File: config.mk
export PLATFORM = sky130hd
export DESIGN_NAME = source_transfer_controller_unit
export DESIGN_NICKNAME = d
export VERILOG_FILES = /design/src/hw/rtl/stc_pkg.sv /design/src/hw/rtl/source_transfer_controller_unit.sv
export SDC_FILE = /design/constraint.sdc
export NUM_CORES = 1
export LEC_CHECK = 0
export BUFFER_PORTS_ARGS = -buffer_cell sky130_fd_sc_hd__buf_2
export CORE_AREA = 2 2 174 176
export CTS_BUF_LIST = sky130_fd_sc_hd__clkbuf_2
export DETAILED_ROUTE_END_ITERATION = 10
export DIE_AREA = 0 0 176 178
export PLACE_DENSITY_LB_ADDON = 0.2
export RECOVER_POWER = 50
export SETUP_SLACK_MARGIN = 0.2
export SLEW_MARGIN = 20
export SYNTH_ARGS = -nofsm -noshare
export SYNTH_HDL_FRONTEND = slang
export SYNTH_SLANG_ARGS = --single-unit
File: constraint.sdc
create_clock -name aclk -period 6.65 [get_ports aclk]
set_clock_uncertainty 0.1 [all_clocks]
set_input_delay 0.3325 -clock aclk [delete_from_list [all_inputs] [get_ports aclk]]
set_output_delay 0.3325 -clock aclk [all_outputs]
set_load 0.05 [all_outputs]
File: src/hw/rtl/stc_pkg.sv
// Package for the source transfer controller: transaction structs, register
// indexes, reset values and status codes. No dependencies.
package stc_pkg;

    // Default width of the wrapping millisecond timers.
    localparam int STC_TIME_BITS = 32;

    localparam int CFG_INDEX_BITS = 2;
    localparam int CFG_DATA_BITS  = 16;
    localparam int STATUS_BITS    = 5;

    typedef logic [CFG_INDEX_BITS-1:0] cfg_index_t;
    typedef logic [CFG_DATA_BITS-1:0]  cfg_data_t;
    typedef logic [STATUS_BITS-1:0]    status_t;

    // Configuration register indexes.
    localparam cfg_index_t REG_FAILURE_DELAY  = 2'd0;
    localparam cfg_index_t REG_RECOVERY_DELAY = 2'd1;
    localparam cfg_index_t REG_MIN_INTERVAL   = 2'd2;

    // Configuration reset values (ms).
    localparam cfg_data_t FAILURE_DELAY_RST  = 16'd500;
    localparam cfg_data_t RECOVERY_DELAY_RST = 16'd5000;
    localparam cfg_data_t MIN_INTERVAL_RST   = 16'd3000;

    // Status codes.
    localparam status_t ST_ON_B_OK        = 5'd0;
    localparam status_t ST_B_CHECK        = 5'd1;
    localparam status_t ST_B_FAIL_TO_A    = 5'd2;
    localparam status_t ST_BOTH_BAD       = 5'd3;
    localparam status_t ST_A_BAD_TO_B     = 5'd4;
    localparam status_t ST_A_BAD_WAIT     = 5'd5;
    localparam status_t ST_B_RECOVERING   = 5'd6;
    localparam status_t ST_B_READY        = 5'd7;
    localparam status_t ST_TRANSFER_B     = 5'd8;
    localparam status_t ST_SF_B_NO_SIGNAL = 5'd9;
    localparam status_t ST_SF_B_FREQ      = 5'd10;
    localparam status_t ST_SF_B_VOLT      = 5'd11;
    localparam status_t ST_SF_A_NO_SIGNAL = 5'd12;
    localparam status_t ST_SF_A_FREQ      = 5'd13;
    localparam status_t ST_SF_A_VOLT      = 5'd14;
    localparam status_t ST_SF_PHASE_INV   = 5'd15;
    localparam status_t ST_SF_PHASE_RANGE = 5'd16;
    localparam status_t ST_SF_FREQ_DIFF   = 5'd17;
    localparam status_t ST_SF_VOLT_DIFF   = 5'd18;
    localparam status_t ST_SF_NOT_SYNC    = 5'd19;

    typedef struct packed {
        logic [31:0] now_ms;
        logic        b_no_signal;
        logic        b_freq_bad;
        logic        b_volt_bad;
        logic        a_no_signal;
        logic        a_freq_bad;
        logic        a_volt_bad;
        logic        phase_invalid;
        logic        phase_out_of_range;
        logic        freq_diff_bad;
        logic        volt_diff_bad;
        logic        sync_ready;
    } stc_in_t;

    typedef struct packed {
        logic    drive_b;
        logic    on_b;
        status_t status_code;
    } stc_out_t;

    // Fixed-priority reason for a missing sync.
    function automatic status_t sync_fault(input stc_in_t d);
        status_t code;
        if (d.b_no_signal)             code = ST_SF_B_NO_SIGNAL;
        else if (d.b_freq_bad)         code = ST_SF_B_FREQ;
        else if (d.b_volt_bad)         code = ST_SF_B_VOLT;
        else if (d.a_no_signal)        code = ST_SF_A_NO_SIGNAL;
        else if (d.a_freq_bad)         code = ST_SF_A_FREQ;
        else if (d.a_volt_bad)         code = ST_SF_A_VOLT;
        else if (d.phase_invalid)      code = ST_SF_PHASE_INV;
        else if (d.phase_out_of_range) code = ST_SF_PHASE_RANGE;
        else if (d.freq_diff_bad)      code = ST_SF_FREQ_DIFF;
        else if (d.volt_diff_bad)      code = ST_SF_VOLT_DIFF;
        else                           code = ST_SF_NOT_SYNC;
        return code;
    endfunction

endpackage

File: src/hw/rtl/source_transfer_controller_unit.sv
// Source transfer controller top level: input register, decision logic,
// state and result register. Depends on stc_pkg.
//
// Static transfer switch controller for two AC sources, A preferred and B
// standby. Each input transaction carries a millisecond timestamp, the health
// flags of both sources, the sync-check flags and sync_ready; each yields
// exactly one result transaction with the drive line, the active source and
// a status code. Throughput is one transaction per clock while m_ready does
// not stall: a transaction is registered in the input register, where the
// decision (three wrapping subtract-and-compare timers plus a priority
// encoder) is evaluated, and moves to the result register at the same edge
// that updates the controller state, so the next transaction already sees
// that state. m_valid rises once the transaction is in the result register.
// A stalled m_ready holds the result register and, one transaction later,
// the input register; nothing is lost.
// Timers wrap modulo 2^TIME_BITS. Write the delay registers over cfg_* only
// while no transaction is in flight; writes to unused indexes are dropped.
module source_transfer_controller_unit
    import stc_pkg::*;
#(
    parameter int TIME_BITS = STC_TIME_BITS
) (
    input  logic       aclk,
    input  logic       aresetn,

    input  logic       s_valid,
    output logic       s_ready,
    input  stc_in_t    s_data,

    output logic       m_valid,
    input  logic       m_ready,
    output stc_out_t   m_data,

    input  logic       cfg_valid,
    output logic       cfg_ready,
    input  cfg_index_t cfg_index,
    input  cfg_data_t  cfg_data
);

    typedef logic [TIME_BITS-1:0] stamp_t;

    // Configuration registers.
    cfg_data_t failure_delay_reg;
    cfg_data_t recovery_delay_reg;
    cfg_data_t min_interval_reg;

    // Input stage.
    logic    in_valid_reg;
    stc_in_t in_data_reg;

    // Result stage.
    logic     out_valid_reg;
    stc_out_t out_data_reg;

    // Controller state.
    logic   active_is_b_reg,    active_is_b_next;
    logic   fail_timing_reg,    fail_timing_next;
    stamp_t fail_start_reg,     fail_start_next;
    logic   recover_timing_reg, recover_timing_next;
    stamp_t recover_start_reg,  recover_start_next;
    stamp_t last_transfer_reg,  last_transfer_next;
    logic   drive_line_reg,     drive_line_next;
    status_t status_next;

    logic   advance;
    stamp_t now;
    logic   b_ok, a_ok, sync;
    logic   fail_expired, recover_expired, interval_met;

    // Move a transaction from input to result register when the result slot
    // is free or being drained.
    assign advance   = in_valid_reg && (!out_valid_reg || m_ready);
    assign s_ready   = !in_valid_reg || advance;
    assign m_valid   = out_valid_reg;
    assign m_data    = out_data_reg;
    assign cfg_ready = 1'b1;

    // Zero-extend or truncate the timestamp to the timer width.
    assign now  = stamp_t'(in_data_reg.now_ms);
    assign b_ok = !(in_data_reg.b_no_signal | in_data_reg.b_freq_bad | in_data_reg.b_volt_bad);
    assign a_ok = !(in_data_reg.a_no_signal | in_data_reg.a_freq_bad | in_data_reg.a_volt_bad);
    assign sync = in_data_reg.sync_ready;

    // A timer that is not yet running starts now, so its elapsed time is 0.
    assign fail_expired = (fail_timing_reg ? stamp_t'(now - fail_start_reg) : '0)
                          >= stamp_t'(failure_delay_reg);
    assign recover_expired = (recover_timing_reg ? stamp_t'(now - recover_start_reg) : '0)
                             >= stamp_t'(recovery_delay_reg);
    assign interval_met = stamp_t'(now - last_transfer_reg) >= stamp_t'(min_interval_reg);

    always_comb begin
        active_is_b_next    = active_is_b_reg;
        fail_timing_next    = fail_timing_reg;
        fail_start_next     = fail_start_reg;
        recover_timing_next = recover_timing_reg;
        recover_start_next  = recover_start_reg;
        last_transfer_next  = last_transfer_reg;
        drive_line_next     = drive_line_reg;
        status_next         = ST_ON_B_OK;

        if (active_is_b_reg) begin
            recover_timing_next = 1'b0;
            if (!b_ok) begin
                if (!fail_timing_reg) begin
                    fail_start_next = now;
                end
                if (fail_expired) begin
                    // B fault outlasted the failure delay: fall back to A.
                    drive_line_next  = 1'b0;
                    active_is_b_next = 1'b0;
                    last_transfer_next = now;
                    status_next      = a_ok ? ST_B_FAIL_TO_A : ST_BOTH_BAD;
                    fail_timing_next = 1'b0;
                end else begin
                    // Hold the drive line while B fault is being timed.
                    fail_timing_next = 1'b1;
                    status_next      = ST_B_CHECK;
                end
            end else begin
                fail_timing_next = 1'b0;
                drive_line_next  = 1'b1;
                status_next      = ST_ON_B_OK;
            end
        end else begin
            fail_timing_next = 1'b0;
            if (!a_ok) begin
                // Recovery timer is left untouched while A is bad.
                if (b_ok && sync) begin
                    if (interval_met) begin
                        drive_line_next    = 1'b1;
                        active_is_b_next   = 1'b1;
                        last_transfer_next = now;
                        status_next        = ST_A_BAD_TO_B;
                    end else begin
                        status_next = ST_A_BAD_WAIT;
                    end
                end else begin
                    drive_line_next = 1'b0;
                    status_next     = b_ok ? sync_fault(in_data_reg) : ST_BOTH_BAD;
                end
            end else if (b_ok) begin
                recover_timing_next = 1'b1;
                if (!recover_timing_reg) begin
                    recover_start_next = now;
                end
                if (recover_expired) begin
                    if (sync) begin
                        if (interval_met) begin
                            drive_line_next    = 1'b1;
                            active_is_b_next   = 1'b1;
                            last_transfer_next = now;
                            status_next        = ST_TRANSFER_B;
                        end else begin
                            status_next = ST_B_READY;
                        end
                    end else begin
                        drive_line_next = 1'b0;
                        status_next     = sync_fault(in_data_reg);
                    end
                end else begin
                    drive_line_next = 1'b0;
                    status_next     = ST_B_RECOVERING;
                end
            end else begin
                recover_timing_next = 1'b0;
                drive_line_next     = 1'b0;
                status_next         = sync_fault(in_data_reg);
            end
        end
    end

    // Configuration writes; drop unused indexes.
    always_ff @(posedge aclk) begin
        if (!aresetn) begin
            failure_delay_reg  <= FAILURE_DELAY_RST;
            recovery_delay_reg <= RECOVERY_DELAY_RST;
            min_interval_reg   <= MIN_INTERVAL_RST;
        end else if (cfg_valid) begin
            case (cfg_index)
                REG_FAILURE_DELAY:  failure_delay_reg  <= cfg_data;
                REG_RECOVERY_DELAY: recovery_delay_reg <= cfg_data;
                REG_MIN_INTERVAL:   min_interval_reg   <= cfg_data;
                default: ;
            endcase
        end
    end

    // Input register.
    always_ff @(posedge aclk) begin
        if (!aresetn) begin
            in_valid_reg <= 1'b0;
        end else if (s_ready) begin
            in_valid_reg <= s_valid;
        end
    end

    always_ff @(posedge aclk) begin
        if (s_valid && s_ready) begin
            in_data_reg <= s_data;
        end
    end

    // Result register.
    always_ff @(posedge aclk) begin
        if (!aresetn) begin
            out_valid_reg <= 1'b0;
        end else if (advance) begin
            out_valid_reg <= 1'b1;
        end else if (m_ready) begin
            out_valid_reg <= 1'b0;
        end
    end

    always_ff @(posedge aclk) begin
        if (advance) begin
            out_data_reg.drive_b     <= drive_line_next;
            out_data_reg.on_b        <= active_is_b_next;
            out_data_reg.status_code <= status_next;
        end
    end

    // Controller state advances with each transaction.
    always_ff @(posedge aclk) begin
        if (!aresetn) begin
            active_is_b_reg    <= 1'b0;
            fail_timing_reg    <= 1'b0;
            fail_start_reg     <= '0;
            recover_timing_reg <= 1'b0;
            recover_start_reg  <= '0;
            last_transfer_reg  <= '0;
            drive_line_reg     <= 1'b0;
        end else if (advance) begin
            active_is_b_reg    <= active_is_b_next;
            fail_timing_reg    <= fail_timing_next;
            fail_start_reg     <= fail_start_next;
            recover_timing_reg <= recover_timing_next;
            recover_start_reg  <= recover_start_next;
            last_transfer_reg  <= last_transfer_next;
            drive_line_reg     <= drive_line_next;
        end
    end

endmodule

==> impl_metrics.py, run 1 <==
metrics = {
    "outcome": {
        "outcome": "complete, but fails checks",
        "failing_checks": "max-capacitance violations, max-slew violations",
    },
    "timing": {
        "timing.slew.headroom_pct": -230.7,
        "timing_worst_slew_pin_value_ps": 4960,
        "rsz_0062_raised_after_global_routing": "no",
        "tns_ps": 0,
        "setup_viol_count_final": 0,
        "fmax_ghz": 0.1759,
        "post-route-period-util_pct": 85.47,
        "min_cycle_time_layout_ps": 5684,
        "finalHoldViolations": 0,
        "timing_max_transition_violations_final": 170,
    },
    "detailed_routing": {
        "drtPass1Iterations": 5,
        "route.vias.total": 13560,
        "routed_wire_length_per_instance_um": 17.05,
        "detailedRoute.firstIterationViolations": 1013,
        "detail_route.wirelength_um": 40570,
        "vias_per_cell": 5.701,
        "post_route_antenna_net_violation_count": 0,
        "drcViolationCount": 0,
    },
    "power": {
        "finalPower_uw": 2486,
        "vdd_drop_max_mv": 0.1176,
        "leakagePower_uw": 0.006199,
        "pwr_density_cell_nw_per_um2": 151.7,
    },
    "layout": {
        "drive_gt1_share_pct": 6.747,
        "n_fill_cell": 2747,
        "area.growth.synth_to_final_pct": 10.03,
        "final_net_count": 2183,
    },
    "synth": {
        "synth_enable_flop_cells": 50,
        "syn-num-nets": 2090,
        "synth_cell_types": 86,
        "synth.cell_area_um2": 14890,
        "synth_sequential_area_ratio_pct": 30.25,
        "synth_top_cell_area_share_pct": 20.16,
        "postSynthAreaPerCell_um2": 7.921,
        "synth-seq-cells": 200,
        "synth_largest_area_cell": "sky130_fd_sc_hd__dfxtp_1",
        "yosysMostFrequentCell": "sky130_fd_sc_hd__nand2_1",
        "ys_warn_count": 0,
        "synthTopCellsByCount": "sky130_fd_sc_hd__nand2_1 (367), sky130_fd_sc_hd__inv_1 (165), sky130_fd_sc_hd__dfxtp_1 (150)",
        "synth.area.top_cells": "sky130_fd_sc_hd__dfxtp_1 (20%), sky130_fd_sc_hd__ha_1 (12%), sky130_fd_sc_hd__edfxtp_1 (10%)",
        "postSynth.asyncResetShare_pct": 0,
        "postSynth.topFlopCell": "sky130_fd_sc_hd__dfxtp_1",
        "postSynthCellCount": 1880,
    },
    "clock_network": {
        "clock_latency_reported_for_the_late_side_of_the_worst_skew_pair_ps": 850,
        "cts_inserted_buffers": 17,
        "clock_tree.htree_level_count": 4,
        "cts_tree": "done",
        "clock_sinks": 200,
        "root_buffer": "sky130_fd_sc_hd__clkbuf_2",
        "clock_path_buffers": 2,
        "post-cts-setup-buffer-count": 0,
        "post_cts.resized_instances": 0,
        "clkTransAtPathRegs_ps": 310,
    },
    "worst_setup_path": {
        "timing.critical_path.from_type": "flop",
        "setup.worst_path.end_class": "flop",
        "worst_ep_arrival_time_ps": 6300,
        "critical_path_peak_fanout": 32,
        "worstSetupPathType": "reg2reg",
        "timing.rr.start": "now[4]$_DFFE_PP_",
        "worstPathRequired_ps": 7270,
        "setup.worst_path.start": "now[4]$_DFFE_PP_",
    },
    "global_routing": {
        "grt_pass1_wl_um": 64740,
        "grt_max_degree": 126,
        "top_usage_layer": "met2",
        "grt.total_usage_pct": 25.97,
        "grtUsageMet1_pct": 35.34,
        "met3_usage_pct": 3.687,
        "grt_antenna_before_repair": 1,
        "grt_pass1_vias": 12730,
        "use_met2_pct": 42.98,
        "globalRouteOverflowTotal": 0,
    },
    "placed_design": {
        "buffer_ports.inserted": 74,
        "post-dp-hpwl_um": 30750,
        "gp_routability_congestion": 0.9365,
    },
    "run": {
        "drv_cap": 2,
    },
    "floorplan": {
        "std_cell_rows": 63,
        "dieHeight_um": 178,
        "dieArea_um2": 31330,
        "chipWidth_um": 176,
        "core_area_um2": 29400,
        "initial_core_util_pct": 50.65,
        "pin_count": 76,
    },
    "worst_hold_path": {
        "hold_start": "s_data[16]",
        "hold_crit_path_type": "in2reg",
    },
}
[layout by cell type, fill, tap and decap left out, types with 5 or more instances in the layout]
master and count:
sky130_fd_sc_hd__clkbuf_2 19, sky130_fd_sc_hd__a211oi_1 19, sky130_fd_sc_hd__nand4_1 24, sky130_fd_sc_hd__nor2_1 91, sky130_fd_sc_hd__o21ai_1 8, sky130_fd_sc_hd__a21o_1 43
sky130_fd_sc_hd__dfxtp_1 150, sky130_fd_sc_hd__nand3_1 30, sky130_fd_sc_hd__a311oi_1 7, sky130_fd_sc_hd__o31ai_1 8, sky130_fd_sc_hd__edfxtp_1 50, sky130_fd_sc_hd__inv_1 165
sky130_fd_sc_hd__o2111ai_1 7, sky130_fd_sc_hd__nor4_1 8, sky130_fd_sc_hd__ha_1 141, sky130_fd_sc_hd__nor3b_1 6, sky130_fd_sc_hd__nor2b_1 14, sky130_fd_sc_hd__dlygate4sd3_1 72
sky130_fd_sc_hd__or3_1 10, sky130_fd_sc_hd__nand2_1 367, sky130_fd_sc_hd__a221oi_1 5, sky130_fd_sc_hd__and4_1 6, sky130_fd_sc_hd__buf_2 65, sky130_fd_sc_hd__xnor2_1 36
sky130_fd_sc_hd__mux2i_1 44, sky130_fd_sc_hd__clkbuf_1 9, sky130_fd_sc_hd__a21boi_0 98, sky130_fd_sc_hd__xor2_1 25, sky130_fd_sc_hd__nand2b_1 16, sky130_fd_sc_hd__and3b_1 7
sky130_fd_sc_hd__o21a_1 22, sky130_fd_sc_hd__a21oi_1 121, sky130_fd_sc_hd__buf_4 8, sky130_fd_sc_hd__nor3_1 30, sky130_fd_sc_hd__a31oi_1 13, sky130_fd_sc_hd__o21ai_0 65
sky130_fd_sc_hd__and2_1 27, sky130_fd_sc_hd__and3_1 13, sky130_fd_sc_hd__o211ai_1 36
[per-layer routing]
metal | vias to the layer above | wire (µm)
met2 | 363 | 18770
met5 | - | 0
met4 | 0 | 855
li1 | 6799 | -
met1 | 6349 | 18630
met3 | 52 | 2320
[stage by stage]
step / hold WS [ps] / cells / setup WS, ps / utilization (%) / cell area, µm²
2_1_floorplan: 331.4 / 1880 / 1750 / - / 14890
3_3_place_gp: 342.0 / 2272 / 1189 / 52.57 / 15460
3_5_place_dp: 348.7 / 2272 / 1048 / 52.59 / 15460
4_1_cts: 1.599 / 2376 / 998.6 / 55.76 / 16400
5_1_grt: 13.45 / 2379 / 596.3 / 55.73 / 16390
6_report: 64.76 / 2379 / 966.4 / 55.73 / 16390
[worst max-delay path, cell delays in order (launching register included)]
cell                       delay [ps]
sky130_fd_sc_hd__edfxtp_1         600
sky130_fd_sc_hd__ha_1             440
sky130_fd_sc_hd__a21o_1           240
sky130_fd_sc_hd__a21oi_2          250
sky130_fd_sc_hd__nand2_1          130
sky130_fd_sc_hd__a21o_1           200
sky130_fd_sc_hd__a21o_1           190
sky130_fd_sc_hd__a31oi_1          240
sky130_fd_sc_hd__o21ai_0          130
sky130_fd_sc_hd__xor2_1           150
sky130_fd_sc_hd__and2_1           160
sky130_fd_sc_hd__ha_1             280
sky130_fd_sc_hd__a21o_1           150
sky130_fd_sc_hd__a21oi_1          120
sky130_fd_sc_hd__o21ai_0           90
sky130_fd_sc_hd__a21oi_1          360
sky130_fd_sc_hd__nand4_1          150
sky130_fd_sc_hd__or4_4            550
sky130_fd_sc_hd__o21ai_4          230
sky130_fd_sc_hd__a211oi_2         150
sky130_fd_sc_hd__a2bb2o_4         400
sky130_fd_sc_hd__mux2i_1          190
[worst paths after layout]
check | endpoint | slack [ps] | cells past startpoint
hold / removal | now[5]$_DFFE_PP_ | 60 | 2
setup reg to reg | last_transfer_reg[4]$_SDFFE_PN0P_ | 970 | 21
setup / recovery | last_transfer_reg[4]$_SDFFE_PN0P_ | 970 | 21
hold reg to reg | last_transfer_reg[18]$_SDFFE_PN0P_ | 380 | 2
[where the power goes]
group	switching, µW	total, µW	leakage (µW)	internal (µW)
clock	441	583	0.000140	142
combinational	339	577	0.00436	238
sequential	40.1	1330	0.00170	1290
total	820	2490	0.00620	1670
[cells by family (layout without fill, tap and decap cells)]
kind of cell	after synthesis	in the layout	synth area share, %
mux	45	45	3.033
xor+xnor	61	61	3.588
fa+ha+maj	144	144	12.25
other cells	1	4	0.02518
flops	200	200	30.25
simple gates	679	679	20.95
buf+inv	246	352	6.721
compound gates	504	504	23.19
[layout make-up]
type                            count  area, µm²  area share (%)
Sequential cell                   200       4504           27.49
Antenna cell                        3      7.507         0.04582
Clock buffer                       18      90.09          0.5498
Clock inverter                     14      121.4          0.7407
Timing Repair Buffer              155       1145           6.987
Inverter                          165      619.3           3.780
Multi-Input combinational cell   1434       9410           57.43
Tap cell                          390      488.0           2.978
[what timing repair did]
action,in CTS,in global routing
setup endpoints to repair,0,0
hold buffers,72,0
endpoints found under the hold margin,135,0
Power figures use the tool's default switching activity.
==> run 2, diff against run 1 <==
--- a/config.mk
+++ b/config.mk
@@ -6,10 +6,10 @@
 export NUM_CORES = 1
 export LEC_CHECK = 0
 export BUFFER_PORTS_ARGS = -buffer_cell sky130_fd_sc_hd__buf_2
-export CORE_AREA = 2 2 174 176
+export CORE_AREA = 2 2 210 212
 export CTS_BUF_LIST = sky130_fd_sc_hd__clkbuf_2
 export DETAILED_ROUTE_END_ITERATION = 10
-export DIE_AREA = 0 0 176 178
+export DIE_AREA = 0 0 212 214
 export PLACE_DENSITY_LB_ADDON = 0.2
 export RECOVER_POWER = 50
 export SETUP_SLACK_MARGIN = 0.2
==> impl_metrics.py, run 2 (same netlist as run 1, synthesis figures left out) <==
metrics = {
    "detailed_routing": {
        "vias_per_cell": 5.212,
        "drtPass1Iterations": 5,
        "detail_route.wirelength_um": 43810,
        "post_route_antenna_net_violation_count": 0,
        "drcViolationCount": 0,
        "detailedRoute.firstIterationViolations": 824,
        "routed_wire_length_per_instance_um": 16.61,
        "route.vias.total": 13750,
    },
    "timing": {
        "timing_worst_slew_pin_value_ps": 4510,
        "finalHoldViolations": 0,
        "rsz_0062_raised_after_global_routing": "no",
        "setup_viol_count_final": 0,
        "fmax_ghz": 0.1732,
        "min_cycle_time_layout_ps": 5774,
        "post-route-period-util_pct": 86.83,
        "timing_max_transition_violations_final": 159,
        "timing.slew.headroom_pct": -200.6,
        "tns_ps": 0,
    },
    "worst_hold_path": {
        "hold_start": "cfg_data[12]",
        "hold_crit_path_type": "in2reg",
        "hold_depth": 4,
        "worstHoldEndpoint": "min_interval_reg[12]$_SDFFE_PN0P_",
    },
    "outcome": {
        "failing_checks": "max-capacitance violations, max-slew violations",
        "outcome": "complete, but fails checks",
    },
    "global_routing": {
        "grt_antenna_before_repair": 1,
        "grt.total_usage_pct": 19.41,
        "grt_max_degree": 115,
        "grt_pass1_wl_um": 69990,
        "grt_pass1_vias": 13400,
        "globalRouteOverflowTotal": 0,
    },
    "power": {
        "pwr_density_cell_nw_per_um2": 146.9,
        "vdd_drop_max_mv": 0.1884,
        "leakagePower_uw": 0.006486,
    },
    "worst_setup_path": {
        "worstSetupPathType": "reg2reg",
        "path_delay_family": "compound AO/OA/AOI/OAI gates",
        "cp_num_buf_inv": 1,
        "timing.critical_path.from_type": "flop",
        "timing.rr.start": "now[0]$_DFFE_PP_",
        "setup.worst_path.end_class": "flop",
        "worst_ep_arrival_time_ps": 6510,
        "path_cells": "inv_1, ha_1, fa_1, and2b_2, o2111ai_4, nand2_1, a21o_1, a21o_1, a31oi_1, o21ai_0, xor2_1, and2_1, ha_1, a21o_1, a21oi_1, o21ai_0, a21oi_1, nand4_1, or4_4, o21ai_4, a211oi_2, a2bb2o_4, mux2i_1",
        "rr_endpoint": "last_transfer_reg[16]$_SDFFE_PN0P_",
        "slowest_delay_ps": 550,
        "critical_path_peak_fanout": 32,
        "worstPathRequired_ps": 7380,
        "reg2reg_slack_ps": 880,
        "reg2reg_depth": 23,
        "cpMostUsedCell": "sky130_fd_sc_hd__a21o_1",
        "cpMaxStageDelayCell": "sky130_fd_sc_hd__or4_4",
    },
    "clock_network": {
        "clock_latency_reported_for_the_late_side_of_the_worst_skew_pair_ps": 960,
        "cts_tree": "done",
        "cts_inserted_buffers": 17,
        "clock_sinks": 200,
        "root_buffer": "sky130_fd_sc_hd__clkbuf_2",
        "clock_path_buffers": 2,
        "clock_tree.htree_level_count": 4,
        "clkTransAtPathRegs_ps": 310,
    },
    "run": {
        "drv_cap": 2,
    },
    "layout": {
        "final_net_count": 2249,
        "area.growth.synth_to_final_pct": 15.97,
        "drive_gt1_share_pct": 6.920,
        "layout_commonest_cell": "sky130_fd_sc_hd__nand2_1",
        "layout.core_utilization_pct": 40.27,
        "most-common-layout-cells": "sky130_fd_sc_hd__nand2_1 (367), sky130_fd_sc_hd__inv_1 (165), sky130_fd_sc_hd__dfxtp_1 (150)",
    },
    "floorplan": {
        "dieHeight_um": 214,
        "std_cell_rows": 76,
        "chipWidth_um": 212,
        "core_area_um2": 42890,
        "pin_count": 76,
        "initial_core_util_pct": 34.72,
        "dieArea_um2": 45370,
    },
    "placed_design": {
        "buffer_ports.inserted": 74,
        "gp_routability_congestion": 0.9250,
        "post-dp-hpwl_um": 32930,
    },
}
run 2: final cells by class:
cell class,instances,area [µm²]
multi-input cells,1434,9403
well taps,585,732.0
inverters,165,619.3
clock buffers,18,90.09
clock inverters,14,123.9
fillers,4396,25620
flip-flops and latches,200,4504
repair buffers,221,1795
diodes,1,2.502
run 2: layer usage:
layer  up-vias  routed length (µm)  share of wire (%)  global-route usage (%)
li1       6909                   -                  -                       -
met5         -                   0                  0                       0
met3        72                1470                3.4                   2.712
met2       271               20450                 47                   32.08
met4         0                1324                3.0                   7.277
met1      6496               20560                 47                   25.58
run 2: worst max-delay path by stage:
stage | start | endpoint | slack (ps) | depth (start not counted)
4_1_cts | now[0]$_DFFE_PP_ | last_transfer_reg[16]$_SDFFE_PN0P_ | 900 | 23
2_1_floorplan | now[0]$_DFFE_PP_ | last_transfer_reg[1]$_SDFFE_PN0P_ | 1750 | 25
5_1_grt | now[0]$_DFFE_PP_ | last_transfer_reg[11]$_SDFFE_PN0P_ | 490 | 23
6_report | now[0]$_DFFE_PP_ | last_transfer_reg[16]$_SDFFE_PN0P_ | 880 | 23
3_3_place_gp | now[1]$_DFFE_PP_ | last_transfer_reg[2]$_SDFFE_PN0P_ | 1090 | 22
3_5_place_dp | now[0]$_DFFE_PP_ | last_transfer_reg[6]$_SDFFE_PN0P_ | 990 | 23
run 2: where the power goes:
part	internal [µW]	switching [µW]	total, µW
logic	261	352	613
registers	1290	35.6	1320
clock network	143	460	603
total	1690	847	2540
run 2: stage by stage:
stage                     power (µW)  std cells  hold WS (ps)  setup WS [ps]  area [µm²]
final                           2537       2638         124.0          876.1       17270
after global routing            2675       2638         63.44          490.1       17270
after CTS                       2556       2637         5.284          897.0       17280
after detailed placement        1888       2473         347.3          994.4       15750
after global placement          1884       2473         342.4           1090       15750
after floorplan                 1723       1880         331.4           1750       14890
run 2: worst reg2reg max path, stage by stage, from the launching register on:
cell and delay, ps:
sky130_fd_sc_hd__edfxtp_1 510, sky130_fd_sc_hd__inv_1 130, sky130_fd_sc_hd__ha_1 190, sky130_fd_sc_hd__fa_1 220, sky130_fd_sc_hd__and2b_2 260, sky130_fd_sc_hd__o2111ai_4 250
sky130_fd_sc_hd__nand2_1 130, sky130_fd_sc_hd__a21o_1 200, sky130_fd_sc_hd__a21o_1 200, sky130_fd_sc_hd__a31oi_1 220, sky130_fd_sc_hd__o21ai_0 130, sky130_fd_sc_hd__xor2_1 160
sky130_fd_sc_hd__and2_1 160, sky130_fd_sc_hd__ha_1 290, sky130_fd_sc_hd__a21o_1 160, sky130_fd_sc_hd__a21oi_1 130, sky130_fd_sc_hd__o21ai_0 100, sky130_fd_sc_hd__a21oi_1 380
sky130_fd_sc_hd__nand4_1 150, sky130_fd_sc_hd__or4_4 550, sky130_fd_sc_hd__o21ai_4 240, sky130_fd_sc_hd__a211oi_2 150, sky130_fd_sc_hd__a2bb2o_4 410, sky130_fd_sc_hd__mux2i_1 220
run 2: repair_timing:
item,CTS,global route
setup buffers,0,0
hold endpoints to repair,128,0
hold buffers,132,0
gates resized for setup,0,0
